$ cat src/hw/rtl/lrms_pkg.sv
// Shared types, codes and reset constants for the line robot mission sequencer.
// Used by every module of the block; depends on nothing.
package lrms_pkg;

    typedef enum logic [2:0] {
        MODE_INIT   = 3'd0,
        MODE_WAIT   = 3'd1,
        MODE_CHECK  = 3'd2,
        MODE_AVOID  = 3'd3,
        MODE_FOLLOW = 3'd4,
        MODE_STOP   = 3'd5,
        MODE_CELEB  = 3'd6
    } t_mode;

    typedef enum logic [2:0] {
        CMD_HOLD  = 3'd0,
        CMD_STOP  = 3'd1,
        CMD_FWD   = 3'd2,
        CMD_LEFT  = 3'd3,
        CMD_RIGHT = 3'd4
    } t_cmd;

    // configuration register indexes
    localparam logic [2:0] CFG_START_DELAY = 3'd0;
    localparam logic [2:0] CFG_STOP_TIME   = 3'd1;
    localparam logic [2:0] CFG_EDGE_TIME   = 3'd2;
    localparam logic [2:0] CFG_OBST_DIST   = 3'd3;
    localparam logic [2:0] CFG_CELEB_DELAY = 3'd4;
    localparam logic [2:0] CFG_CELEB_ANGLE = 3'd5;

    localparam logic [19:0] RST_START_DELAY = 20'd0;
    localparam logic [19:0] RST_STOP_TIME   = 20'd100000;
    localparam logic [19:0] RST_EDGE_TIME   = 20'd10000;
    localparam logic [9:0]  RST_OBST_DIST   = 10'd10;
    localparam logic [15:0] RST_CELEB_DELAY = 16'd500;
    localparam logic [6:0]  RST_CELEB_ANGLE = 7'd45;

    localparam logic [7:0]  SERVO_CENTRE    = 8'd90;
    localparam logic [6:0]  ANGLE_MAX       = 7'd90;

    localparam int unsigned IN_TDATA_W  = 56;
    localparam int unsigned OUT_TDATA_W = 24;

    typedef struct packed {
        logic [19:0] start_delay_ms;
        logic [19:0] stop_time_ms;
        logic [19:0] edge_stop_time_ms;
        logic [9:0]  obstacle_distance_cm;
        logic [15:0] celebration_delay_ms;
        logic [6:0]  celebration_angle;
    } t_cfg;

    typedef struct packed {
        logic        line_right_black;
        logic        line_left_black;
        logic [9:0]  dist_right_cm;
        logic [9:0]  dist_left_cm;
        logic        start_pulled;
        logic [31:0] now_ms;
    } t_item;

    typedef struct packed {
        logic        waiting_lamp;
        t_mode       mission_state;
        logic [7:0]  servo_deg;
        logic        led_on;
        logic        slow_turn;
        t_cmd        motor_cmd;
    } t_res;

endpackage

$ cat src/hw/rtl/line_robot_mission_sequencer_unit.sv
// Top level of the line robot mission sequencer: stream ports, input and result registers.
// Depends on lrms_pkg, lrms_cfg and lrms_core.
//
//  channel   | direction | handshake                    | payload
//  ----------+-----------+------------------------------+-------------------------------
//  s_axis    | in        | s_axis_tvalid / s_axis_tready| one tick of sensor readings
//  m_axis    | out       | m_axis_tvalid / m_axis_tready| one result per tick
//  cfg       | in        | i_cfg_valid / o_cfg_ready    | register index and write data
//
// One tick per clock cycle sustained while m_axis does not stall; a result passes the input
// register, then the mission logic into the result register, before it is offered.
// The mission state advances only when a registered tick moves into the result register,
// so a stall on m_axis holds both stages and back-pressures s_axis; no tick is lost.
// Reset is synchronous, active low: state goes to init, registers to their defaults.
// Configuration writes are always taken (o_cfg_ready stays high out of reset).
module line_robot_mission_sequencer_unit import lrms_pkg::*; (
    input  logic                   i_clk,
    input  logic                   i_rst_n,
    // tick in
    input  logic                   s_axis_tvalid,
    output logic                   s_axis_tready,
    // [31:0] now_ms, [32] start_pulled, [42:33] dist_left_cm, [52:43] dist_right_cm,
    // [53] line_left_black, [54] line_right_black, [55] zero
    input  logic [IN_TDATA_W-1:0]  s_axis_tdata,
    // result out
    output logic                   m_axis_tvalid,
    input  logic                   m_axis_tready,
    // [2:0] motor_cmd, [3] slow_turn, [4] led_on, [12:5] servo_deg,
    // [15:13] mission_state, [16] waiting_lamp, [23:17] zero
    output logic [OUT_TDATA_W-1:0] m_axis_tdata,
    // configuration writes
    input  logic                   i_cfg_valid,
    output logic                   o_cfg_ready,
    input  logic [2:0]             i_cfg_index,
    input  logic [19:0]            i_cfg_data
);

    logic  r_in_valid;
    t_item r_in;
    logic  r_out_valid;
    t_res  r_out;
    logic  r_cfg_ready;

    logic  w_advance;
    logic  w_in_xfer;
    t_cfg  w_cfg;
    t_res  w_res;

    // the result stage frees up when empty or when its transfer completes
    assign w_advance     = !r_out_valid || m_axis_tready;
    assign s_axis_tready = !r_in_valid || w_advance;
    assign w_in_xfer     = s_axis_tvalid && s_axis_tready;

    always_ff @(posedge i_clk) begin
        if (!i_rst_n) begin
            r_in_valid  <= 1'b0;
            r_out_valid <= 1'b0;
            r_cfg_ready <= 1'b0;
        end else begin
            r_cfg_ready <= 1'b1;
            if (w_in_xfer)      r_in_valid <= 1'b1;
            else if (w_advance) r_in_valid <= 1'b0;
            if (w_advance)      r_out_valid <= r_in_valid;
        end
    end

    // payload registers: no reset needed
    always_ff @(posedge i_clk) begin
        if (w_in_xfer)               r_in  <= s_axis_tdata[$bits(t_item)-1:0];
        if (w_advance && r_in_valid) r_out <= w_res;
    end

    lrms_cfg u_cfg (
        .i_clk   (i_clk),
        .i_rst_n (i_rst_n),
        .i_wr    (i_cfg_valid && r_cfg_ready),
        .i_index (i_cfg_index),
        .i_data  (i_cfg_data),
        .o_cfg   (w_cfg)
    );

    lrms_core u_core (
        .i_clk   (i_clk),
        .i_rst_n (i_rst_n),
        .i_step  (w_advance && r_in_valid),
        .i_item  (r_in),
        .i_cfg   (w_cfg),
        .o_res   (w_res)
    );

    assign o_cfg_ready   = r_cfg_ready;
    assign m_axis_tvalid = r_out_valid;
    assign m_axis_tdata  = {{(OUT_TDATA_W - $bits(t_res)){1'b0}}, r_out};

endmodule

$ cat src/hw/rtl/lrms_cfg.sv
// Configuration register file of the mission sequencer.
// Depends on lrms_pkg for register indexes, reset values and t_cfg.
module lrms_cfg import lrms_pkg::*; (
    input  logic        i_clk,
    input  logic        i_rst_n,
    input  logic        i_wr,
    input  logic [2:0]  i_index,
    input  logic [19:0] i_data,
    output t_cfg        o_cfg
);

    t_cfg r_cfg;

    always_ff @(posedge i_clk) begin
        if (!i_rst_n) begin
            r_cfg.start_delay_ms       <= RST_START_DELAY;
            r_cfg.stop_time_ms         <= RST_STOP_TIME;
            r_cfg.edge_stop_time_ms    <= RST_EDGE_TIME;
            r_cfg.obstacle_distance_cm <= RST_OBST_DIST;
            r_cfg.celebration_delay_ms <= RST_CELEB_DELAY;
            r_cfg.celebration_angle    <= RST_CELEB_ANGLE;
        end else if (i_wr) begin
            unique case (i_index)
                CFG_START_DELAY: r_cfg.start_delay_ms       <= i_data;
                CFG_STOP_TIME:   r_cfg.stop_time_ms         <= i_data;
                CFG_EDGE_TIME:   r_cfg.edge_stop_time_ms    <= i_data;
                CFG_OBST_DIST:   r_cfg.obstacle_distance_cm <= i_data[9:0];
                CFG_CELEB_DELAY: r_cfg.celebration_delay_ms <= i_data[15:0];
                CFG_CELEB_ANGLE: r_cfg.celebration_angle    <= i_data[6:0];
                default: ; // unknown index: drop the write
            endcase
        end
    end

    assign o_cfg = r_cfg;

endmodule

$ cat src/hw/rtl/lrms_core.sv
// Mission state machine and timing datapath: one tick handled per step.
// Depends on lrms_pkg for t_mode, t_cmd, t_cfg, t_item and t_res.
module lrms_core import lrms_pkg::*; (
    input  logic  i_clk,
    input  logic  i_rst_n,
    input  logic  i_step,
    input  t_item i_item,
    input  t_cfg  i_cfg,
    output t_res  o_res
);

    t_mode       r_mode, n_mode;
    t_mode       r_prior, n_prior;
    logic [31:0] r_stamp, n_stamp;
    logic        r_started, n_started;
    logic [31:0] r_obs_begin, n_obs_begin;
    logic [31:0] r_obs_total, n_obs_total;
    logic [31:0] r_last_swing, n_last_swing;
    logic        r_swing_neg, n_swing_neg;
    logic        r_led, n_led;
    logic        r_slow, n_slow;
    logic [7:0]  r_servo, n_servo;

    logic [31:0] w_elapsed;
    t_mode       w_mode;
    logic        w_obstacle;
    logic [31:0] w_follow_t;
    logic        w_edge_hit;
    logic [24:0] w_t20;
    logic [24:0] w_edge9;
    logic        w_swing_due;
    logic [6:0]  w_angle;
    t_cmd        w_cmd;
    logic        w_lamp;

    assign w_elapsed  = r_started ? (i_item.now_ms - r_stamp) : i_item.now_ms;
    // global stop overrides every mode but celebrate
    assign w_mode     = (w_elapsed >= {12'd0, i_cfg.stop_time_ms} && r_mode != MODE_CELEB)
                      ? MODE_STOP : r_mode;
    assign w_obstacle = (i_item.dist_left_cm  < i_cfg.obstacle_distance_cm) ||
                        (i_item.dist_right_cm < i_cfg.obstacle_distance_cm);
    assign w_follow_t = w_elapsed - {12'd0, i_cfg.start_delay_ms} - r_obs_total;
    assign w_edge_hit = w_follow_t >= {12'd0, i_cfg.edge_stop_time_ms};
    // below the edge time t fits in 20 bits, so the 0.45 compare stays narrow
    assign w_t20      = {1'b0, w_follow_t[19:0], 4'd0} + {3'd0, w_follow_t[19:0], 2'd0};
    assign w_edge9    = {2'd0, i_cfg.edge_stop_time_ms, 3'd0} +
                        {5'd0, i_cfg.edge_stop_time_ms};
    assign w_swing_due = (w_elapsed - r_last_swing) >= {16'd0, i_cfg.celebration_delay_ms};
    assign w_angle    = (i_cfg.celebration_angle > ANGLE_MAX) ? ANGLE_MAX
                                                              : i_cfg.celebration_angle;

    // next state
    always_comb begin
        n_mode  = w_mode;
        n_prior = r_prior;
        unique case (w_mode)
            MODE_INIT: begin
                if (i_item.start_pulled) n_mode = MODE_WAIT;
            end
            MODE_WAIT: begin
                if (w_elapsed >= {12'd0, i_cfg.start_delay_ms}) begin
                    n_prior = MODE_WAIT;
                    n_mode  = MODE_CHECK;
                end
            end
            MODE_CHECK: begin
                n_prior = MODE_CHECK;
                n_mode  = w_obstacle ? MODE_AVOID : MODE_FOLLOW;
            end
            MODE_AVOID: begin
                n_prior = MODE_AVOID;
                n_mode  = MODE_CHECK;
            end
            MODE_FOLLOW: begin
                n_prior = MODE_FOLLOW;
                n_mode  = w_edge_hit ? MODE_STOP : MODE_CHECK;
            end
            MODE_STOP:  n_mode = MODE_CELEB;
            MODE_CELEB: n_mode = MODE_CELEB;
            default:    n_mode = MODE_STOP;
        endcase
    end

    // outputs and datapath updates
    always_comb begin
        w_cmd        = CMD_HOLD;
        w_lamp       = 1'b0;
        n_stamp      = r_stamp;
        n_started    = r_started;
        n_obs_begin  = r_obs_begin;
        n_obs_total  = r_obs_total;
        n_last_swing = r_last_swing;
        n_swing_neg  = r_swing_neg;
        n_led        = r_led;
        n_slow       = r_slow;
        n_servo      = r_servo;
        unique case (w_mode)
            MODE_INIT: begin
                if (i_item.start_pulled) begin
                    n_stamp   = i_item.now_ms;
                    n_started = 1'b1;
                end else begin
                    w_lamp = 1'b1;
                end
            end
            MODE_WAIT: ;
            MODE_CHECK: begin
                if (w_obstacle) begin
                    if (r_prior != MODE_AVOID) n_obs_begin = w_elapsed;
                end else if (r_prior == MODE_AVOID) begin
                    n_obs_total = r_obs_total + (w_elapsed - r_obs_begin);
                end
            end
            MODE_AVOID: w_cmd = CMD_STOP;
            MODE_FOLLOW: begin
                if (!w_edge_hit) begin
                    if (w_t20 >= w_edge9) n_slow = 1'b1;
                    if (!i_item.line_left_black && i_item.line_right_black)
                        w_cmd = CMD_LEFT;
                    else if (i_item.line_left_black && !i_item.line_right_black)
                        w_cmd = CMD_RIGHT;
                    else
                        w_cmd = CMD_FWD;
                end
            end
            MODE_STOP: w_cmd = CMD_STOP;
            MODE_CELEB: begin
                if (w_swing_due) begin
                    n_led        = !r_led;
                    n_servo      = r_swing_neg ? (SERVO_CENTRE - {1'b0, w_angle})
                                               : (SERVO_CENTRE + {1'b0, w_angle});
                    n_swing_neg  = !r_swing_neg;
                    n_last_swing = w_elapsed;
                end
            end
            default: ;
        endcase
    end

    always_ff @(posedge i_clk) begin
        if (!i_rst_n) begin
            r_mode       <= MODE_INIT;
            r_prior      <= MODE_INIT;
            r_stamp      <= '0;
            r_started    <= 1'b0;
            r_obs_begin  <= '0;
            r_obs_total  <= '0;
            r_last_swing <= '0;
            r_swing_neg  <= 1'b0;
            r_led        <= 1'b0;
            r_slow       <= 1'b0;
            r_servo      <= SERVO_CENTRE;
        end else if (i_step) begin
            r_mode       <= n_mode;
            r_prior      <= n_prior;
            r_stamp      <= n_stamp;
            r_started    <= n_started;
            r_obs_begin  <= n_obs_begin;
            r_obs_total  <= n_obs_total;
            r_last_swing <= n_last_swing;
            r_swing_neg  <= n_swing_neg;
            r_led        <= n_led;
            r_slow       <= n_slow;
            r_servo      <= n_servo;
        end
    end

    assign o_res.motor_cmd     = w_cmd;
    assign o_res.slow_turn     = n_slow;
    assign o_res.led_on        = n_led;
    assign o_res.servo_deg     = n_servo;
    assign o_res.mission_state = n_mode;
    assign o_res.waiting_lamp  = w_lamp;

endmodule

$ cat config.mk
export PLATFORM = sky130hd
export DESIGN_NAME = line_robot_mission_sequencer_unit
export DESIGN_NICKNAME = d
export VERILOG_FILES = /design/src/hw/rtl/lrms_pkg.sv /design/src/hw/rtl/line_robot_mission_sequencer_unit.sv /design/src/hw/rtl/lrms_cfg.sv /design/src/hw/rtl/lrms_core.sv
export SDC_FILE = /design/constraint.sdc
export NUM_CORES = 1
export LEC_CHECK = 0
export BUFFER_PORTS_ARGS = -buffer_cell sky130_fd_sc_hd__buf_4
export CORE_MARGIN = 4
export CORE_UTILIZATION = 60
export CTS_CLUSTER_DIAMETER = 40
export DETAILED_ROUTE_END_ITERATION = 10
export PLACE_DENSITY = 0.8
export REMOVE_ABC_BUFFERS = 1
export SYNTH_ARGS = -nofsm -noshare
export SYNTH_HDL_FRONTEND = slang
export SYNTH_SLANG_ARGS = --single-unit
$ cat constraint.sdc
create_clock -name i_clk -period 15.13 [get_ports i_clk]
set_clock_uncertainty 0.2 [all_clocks]
set_input_delay 0 -clock i_clk [delete_from_list [all_inputs] [get_ports i_clk]]
set_output_delay 0 -clock i_clk [all_outputs]
set_load 0.03 [all_outputs]
==> results of run 1 <==
worst reg2reg max path: cells and delay by family, from the launching register on:
family / cells / cell delay (ns)
xor+xnor: 2 / 0.51
flops: 1 / 0.36
buf+inv: 4 / 0.33
fa+ha+maj: 6 / 2.11
simple gates: 8 / 2.11
compound gates: 12 / 3.19
mux: 1 / 0.35
routing by layer:
layer	GRT usage [%]	vias up
met5	0	-
met4	14.4	0
met3	5.70	258
met2	53.4	876
met1	39.2	10861
li1	-	11001
logic make-up (layout without fill, tap and decap cells):
logic type / after synthesis / count (layout) / share of synthesized area, %
flip-flops: 314 / 314 / 28.1
adder cells (fa/ha/maj): 345 / 345 / 18.9
buffers and inverters: 451 / 689 / 7.02
AND/OR/NAND/NOR: 889 / 889 / 16.4
AO/OA/AOI/OAI: 773 / 773 / 20.0
other: 1 / 7 / 0.0150
multiplexers: 128 / 128 / 5.26
XOR/XNOR: 121 / 121 / 4.30
repair_timing:
item | CTS | global route
setup endpoints to repair | 0 | 0
setup buffers | 0 | 0
hold buffers | 150 | 0
hold endpoints to repair | 206 | 0
worst min-delay path by stage:
| stage | end | slack (ns) | cells after the start |
|---|---|---|---|
| after global placement | r_in[14] | -0.02 | 1 |
| after floorplan | o_cfg_ready | -0.17 | 0 |
| after global routing | u_cfg.o_cfg[67] | 0.07 | 4 |
| final | u_cfg.o_cfg[74] | 0.07 | 4 |
| after detailed placement | r_in[7] | -0.02 | 1 |
| after CTS | u_cfg.o_cfg[63] | 0.04 | 4 |
registers in the layout, summed over array words and instances (netlist names):
register	flops
m_axis_tdata	17
m_axis_tvalid	1
o_cfg_ready	1
r_in	55
r_in_valid	1
u_cfg.o_cfg	93
u_core.r_last_swing	32
u_core.r_led	1
u_core.r_mode	3
u_core.r_obs_begin	32
u_core.r_obs_total	32
u_core.r_prior	3
u_core.r_servo	8
u_core.r_slow	1
u_core.r_stamp	32
u_core.r_started	1
u_core.r_swing_neg	1
cell type report:
class	count	area [sq um]
clock inverter	28	358
fill	3009	11700
timing repair buffer	277	2460
inverter	325	1220
multi-input combinational	2263	16300
tap	532	666
clock buffer	59	1320
sequential	314	7010
metrics by stage:
step / setup slack, ns / instance area, sq um / std cells / util [%]
final: 5.89 / 29300 / 3798 / 71.4
after global routing: 5.44 / 29300 / 3798 / 71.4
after CTS: 6.06 / 29300 / 3798 / 71.4
after detailed placement: 6.14 / 26100 / 3561 / 63.7
after global placement: 6.31 / 26100 / 3561 / 63.7
after floorplan: 7.73 / 24500 / 2902 / -
power by group through the flow:
| stage | sequential (mW) | clock [mW] | combinational (mW) |
|---|---|---|---|
| after floorplan | 0.903 | 0 | 0.417 |
| after global placement | 0.902 | 0 | 0.561 |
| after detailed placement | 0.903 | 0 | 0.586 |
| after CTS | 0.885 | 1.17 | 0.619 |
| after global routing | 0.887 | 1.22 | 0.700 |
| final | 0.886 | 1.16 | 0.636 |
cell usage in the layout (no fill, tap or decap), types with 72 or more instances in the layout:
| cell type | n |
|---|---|
| dlygate4sd3_1 | 150 |
| dfxtp_1 | 241 |
| nor2_1 | 142 |
| nand2_1 | 421 |
| buf_4 | 126 |
| xnor2_1 | 78 |
| a21oi_1 | 260 |
| ha_1 | 290 |
| o21ai_0 | 137 |
| mux2i_1 | 102 |
| a21o_1 | 89 |
| inv_1 | 323 |
| edfxtp_1 | 72 |
==> flow_summary.ini, run 1 <==
[outcome]
status = completed

[synthesis]
synth_ff_type = dfxtp_1
syn_inst = 3022
yosys-top-cells-area = dfxtp_1, ha_1, edfxtp_1, nand2_1, a21oi_1
ys_warn_count = 0
ys_async_sr_fraction_pct = 0
synth_area_sq_um = 25000
yosysMostFrequentCell = nand2_1
synth_area_per_cell_sq_um = 8.26
ys_ff_latch = 314
synth_edf_count = 72
seq_area_frac_synth_pct = 28.1
synth_cell_type_count = 91
ys_top_cells_by_count = nand2_1, inv_1, ha_1, a21oi_1, dfxtp_1
synth_top_area_cell = dfxtp_1
synth_top_area_share_pct = 19.4

[timing]
final-hold-violation-count = 0
rsz0062_at_grt = no
relSlewSlack_pct = 9.91
clock.fmax_ghz = 0.108
layout_min_cycle_time_ns = 9.24
drv_slew = 0
fin_crit_sh_pct = 61.1
setup_viol_count_final = 0
setup_tns_ns = 0
worstMarginPinSlew_ns = 1.35
hold_ws_ns = 0.0695

[power_and_ir_drop]
power.share.clock_pct = 43.3
pwr-share-seq_pct = 33.0
swShare_pct = 30.3
p_leak_nw = 11.9
total_power_mw = 2.69
power_switching_uw = 814
peakVddDrop_mv = 0.0980
p_per_area_nw_per_um2 = 91.7
p_int_mw = 1.87
comb_power_share_pct = 23.7

[setup_path]
cp.depth = 33
r2r-start = r_in[0]
arrival_ns = 9.54
cp.required_ns = 15.43
critPathBufInv = 4
worst_r2r_path_depth = 33
cp_slowest_cell = a211oi_1
endpoint_kind = flop
cp_max_fo = 7
path_delay_family = compound AO/OA/AOI/OAI gates
startpoint = r_in[0]
cp-start-kind = flop
reg2reg_slack_ns = 5.89
crit_type = flop to flop
critical-path-max-stage-delay_ns = 0.88
crit_end = u_core.r_slow
reg2reg_to = u_core.r_slow

[place]
dp.final_hpwl_mm = 50.8
portBuffers = 102
gp_congestion = 0.937

[clock_network]
clk_pin_slew_ns = 0.06
clockBufferDepth = 3
clk_latency_ns = 0.61
cts-buffers-inserted = 47
cts_sinks = 314
htreeDepth = 2
cts_tree = built
cts_resized = 0
clockRootBuffer = clkbuf_16

[grt]
antenna_found_initial = 0
grt_pass1_vias = 23286
track_usage_pct = 31.5
grt_pass1_wl_mm = 116
grt_max_degree = 113
grt_overflow = 0

[min_path]
hp-class = input pin to flop
min_from = i_cfg_data[1]

[finish]
nets = 3657
drive_gt1_share_pct = 8.02
area_growth_pct = 17.3
antenna-diode-count = 0

[detailed_routing]
route.antenna.remaining_nets = 0
via_per_inst = 6.05
wirelength_mm = 72.4
top_layer = met4
routed-wl-met2_mm = 34.2
dr_wl_met3_mm = 5.23
wl_per_cell_microns = 19.1
drtIter0Drc = 1921
num_vias = 22996
wl_met1_mm = 29.4
drt_drc_violations_left = 0
drt_pass1_iterations = 7

[floorplanning]
rows = 74
core_area_sq_um = 41000
dieHeight_microns = 212
die_w_microns = 212
die_area_sq_um = 44900
initial_core_util_pct = 60.9
ios = 111

[flow_run]
maxCapViolCount = 0
Note: power is estimated with default switching activity, not from simulation.
==> inputs of run 2 (changes only) <==
Settings changed: CORE_UTILIZATION 60 to 57.
Clock period 15.13 ns to 7.49 ns, I/O delays scaled along.
==> flow_summary.ini, run 2 (synthesis results as in run 1) <==
[detailed_routing]
drt_drc_violations_left = 0
via_per_inst = 6.02
wirelength_mm = 78.2
num_vias = 23882
drtIter0Drc = 2065
route.antenna.remaining_nets = 0
wl_per_cell_microns = 19.7
drt_pass1_iterations = 6

[setup_path]
cp-start-kind = flop
critPathBufInv = 4
arrival_ns = 7.59
startpoint = r_in[5]
endpoint_kind = flop
cp.required_ns = 7.67
cp_slowest_cell = fa_1
critical-path-max-stage-delay_ns = 0.50
cp.depth = 33
worst_r2r_path_depth = 33
cp_max_fo = 6
crit_end = m_axis_tdata[3]
r2r-start = r_in[5]
reg2reg_slack_ns = 0.08
reg2reg_to = m_axis_tdata[3]
crit_type = flop to flop
path_delay_family = compound AO/OA/AOI/OAI gates
crit_top_cell = ha_1

[clock_network]
clk_pin_slew_ns = 0.06
htreeDepth = 2
clk_latency_ns = 0.64
cts_tree = built
clockRootBuffer = clkbuf_16
cts-buffers-inserted = 55
clockBufferDepth = 3
cts_sinks = 314

[place]
place_inst = 3696
dp.final_hpwl_mm = 54.9
placed_cell_area_sq_um = 26800
portBuffers = 102
place_ws_ns = -0.310
gp_congestion = 0.965

[floorplanning]
rows = 76
die_area_sq_um = 47200
dieHeight_microns = 217
initial_core_util_pct = 57.8
core_area_sq_um = 43200
ios = 111
die_w_microns = 217

[timing]
setup_viol_count_final = 0
drv_slew = 0
worstMarginPinSlew_ns = 1.25
relSlewSlack_pct = 16.2
hold_ws_ns = 0.0183
final-hold-violation-count = 0
fin_crit_sh_pct = 98.9
layout_min_cycle_time_ns = 7.41
clock.fmax_ghz = 0.135
setup_slack_ns = 0.0820
rsz0062_at_grt = yes
setup_tns_ns = 0

[finish]
final_cell_mix = nand2_1, inv_1, ha_1
fin_util_pct = 71.9
fin_cells = 3967
final_common_cell = nand2_1
nets = 3762
largest_register_ffs = 93
seqCellArea_sq_um = 7010
area_growth_pct = 24.3
drive_gt1_share_pct = 13.9
fin_area_sq_um = 31000
fill_cells = 3198
multiInputGateArea_sq_um = 16900

[power_and_ir_drop]
total_power_mw = 5.90
peakVddDrop_mv = 0.193
p_per_area_nw_per_um2 = 190
p_leak_nw = 12.6

[grt]
grt_max_degree = 71
grt_overflow = 0
grt_pass1_vias = 24406
grt_pass1_wl_mm = 124
track_usage_pct = 32.2
antenna_found_initial = 2

[flow_run]
maxCapViolCount = 0

[min_path]
min_from = i_cfg_data[17]
hp-class = input pin to flop

[outcome]
status = completed
## run 2: per-layer routing
layer,global-route usage (%),up-vias,share of wire [%],wire length (microns)
met5,0,-,0,0
met4,14.4,0,4.8,3730
met3,5.47,248,7.9,6190
met2,54.6,1006,47,36700
met1,40.5,11382,40,31600
li1,-,11246,-,-
## run 2: what timing repair did
item / CTS / global route
endpoints found under the setup margin: 57 / 59
pin swaps: 9 / 61
buffers inserted: 3 / 7
cloned: 1 / 0
hold endpoints to repair: 206 / 0
resized for setup: 26 / 116
hold buffers: 155 / 0
## run 2: final cells by class
cell class / count / share of cell area [%]
Inverter: 325 / 3.94
Clock inverter: 44 / 1.53
Antenna cell: 2 / 0.0161
Clock buffer: 60 / 4.66
Tap cell: 585 / 2.36
Multi-Input combinational cell: 2263 / 54.5
Timing Repair Buffer: 374 / 10.4
Sequential cell: 314 / 22.6
## run 2: how the worst min path moves through the flow
| stage | endpoint | depth (start not counted) |
|---|---|---|
| final | u_cfg.o_cfg[90] | 4 |
| after floorplan | o_cfg_ready | 0 |
| after global placement | r_in[2] | 1 |
| after CTS | u_cfg.o_cfg[90] | 4 |
| after detailed placement | r_in[19] | 1 |
| after global routing | u_cfg.o_cfg[70] | 4 |
## run 2: worst min-delay path: cells and delay by family
kind                   cells  cell delay [ns]
AO/OA/AOI/OAI              1             0.05
buffers and inverters      2             0.69
AND/OR/NAND/NOR            1             0.06
## run 2: power breakdown
part | total [mW] | leakage, nW | internal, mW | switching, mW
clock network | 2.60 | 0.921 | 1.58 | 1.02
registers | 1.79 | 2.63 | 1.77 | 0.0259
logic | 1.50 | 9.01 | 0.671 | 0.834
total | 5.90 | 12.6 | 4.01 | 1.88
==> inputs of run 3 (changes only) <==
Settings changed: BUFFER_PORTS_ARGS -buffer_cell sky130_fd_sc_hd__buf_4 to -buffer_cell sky130_fd_sc_hd__clkbuf_2.
==> flow_summary.ini, run 3 (synthesis results as in run 1) <==
[detailed_routing]
route.antenna.remaining_nets = 0
drt_pass1_iterations = 8
drtIter0Drc = 2145
wl_per_cell_microns = 19.7
drt_drc_violations_left = 0
wirelength_mm = 78.8
num_vias = 24021
via_per_inst = 6.02

[setup_path]
cp_max_fo = 9
arrival_ns = 7.66
path_delay_family = compound AO/OA/AOI/OAI gates
startpoint = r_in[0]
critPathBufInv = 3
endpoint_kind = flop
r2r-start = r_in[0]
cp-start-kind = flop
critical-path-max-stage-delay_ns = 0.61
cp.required_ns = 7.66
crit_type = flop to flop
cp_slowest_cell = or4b_4

[grt]
grt_max_degree = 62
grt_pass1_vias = 24143
grt_overflow = 0
track_usage_pct = 32.2
antenna_found_initial = 1
grt_pass1_wl_mm = 124

[finish]
area_growth_pct = 24.2
largest_register_ffs = 93
drive_gt1_share_pct = 14.7
fin_util_pct = 71.8
final_common_cell = nand2_1
nets = 3786
fin_cells = 3990
final_cell_mix = nand2_1, inv_1, ha_1

[clock_network]
clockBufferDepth = 3
clk_pin_slew_ns = 0.05
cts-buffers-inserted = 56
clockRootBuffer = clkbuf_16
htreeDepth = 2
cts_sinks = 314
clk_latency_ns = 0.63
cts_tree = built

[floorplanning]
rows = 76
ios = 111
die_w_microns = 217
core_area_sq_um = 43200
die_area_sq_um = 47200
dieHeight_microns = 217
initial_core_util_pct = 57.8

[timing]
hold_ws_ns = 0.0671
final-hold-violation-count = 0
clock.fmax_ghz = 0.134
relSlewSlack_pct = 15.4
fin_crit_sh_pct = 99.9
rsz0062_at_grt = yes
setup_viol_count_final = 0
setup_slack_ns = 0.00749
drv_slew = 0
layout_min_cycle_time_ns = 7.48
worstMarginPinSlew_ns = 1.26

[min_path]
min_from = i_cfg_data[16]
hp-class = input pin to flop

[power_and_ir_drop]
p_per_area_nw_per_um2 = 192
p_leak_nw = 12.7
total_power_mw = 5.95
peakVddDrop_mv = 0.193

[flow_run]
maxCapViolCount = 0

[place]
gp_congestion = 0.941
portBuffers = 102
place_inst = 3705
place_ws_ns = -0.361
dp.final_hpwl_mm = 54.3

[outcome]
status = completed
-- run 3: power by group --
group          internal (mW)  switching, mW  leakage [nW]  total [mW]
clock network           1.61           1.03         0.938        2.63
registers               1.77         0.0260          2.63        1.79
logic                  0.687          0.833          9.11        1.52
total                   4.06           1.89          12.7        5.95
-- run 3: final cells by class --
cell class	count	area, sq um
Multi-Input combinational cell	2263	17000
Fill cell	3139	12200
Sequential cell	314	7010
Timing Repair Buffer	397	3130
Clock buffer	60	1450
Inverter	325	1220
Tap cell	585	732
Clock inverter	45	498
Antenna cell	1	2.50
-- run 3: timing repair --
action,4_1_cts,5_1_grt
resized for setup,21,135
buffers inserted,11,16
hold buffers,153,0
endpoints found under the setup margin,62,62
endpoints found under the hold margin,220,0
pin swaps,7,50
-- run 3: per-stage QoR --
step / cell area, sq um / setup TNS, ns
after global routing: 31000 / -1.45
after floorplan: 24500 / 0
after CTS: 30300 / 0
final: 31000 / 0
after global placement: 26600 / -6.12
after detailed placement: 26600 / -14.33
-- run 3: path summary, 6_finish.rpt --
path	cells past startpoint	slack, ns	to
worst max-delay path	28	0.007	m_axis_tdata[7]
worst min-delay path	4	0.07	u_cfg.o_cfg[69]
worst max register to register	28	0.007	m_axis_tdata[7]
worst min register to register	2	0.26	u_cfg.o_cfg[86]
-- run 3: worst register-to-register path, delay by kind of cell (launching register included) --
kind	cells	cell delay, ns
flops	1	0.36
xor+xnor	2	0.27
buf+inv	3	0.44
mux	2	0.68
simple gates	7	1.99
fa+ha+maj	4	1.18
compound gates	10	2.09
-- run 3: metal layers --
layer | track usage, % | vias to the layer above | wire length, microns
met5 | 0 | - | 0
met4 | 17.1 | 0 | 4540
met3 | 5.53 | 292 | 6530
met2 | 53.7 | 1123 | 36500
met1 | 39.9 | 11319 | 31200
li1 | - | 11287 | -
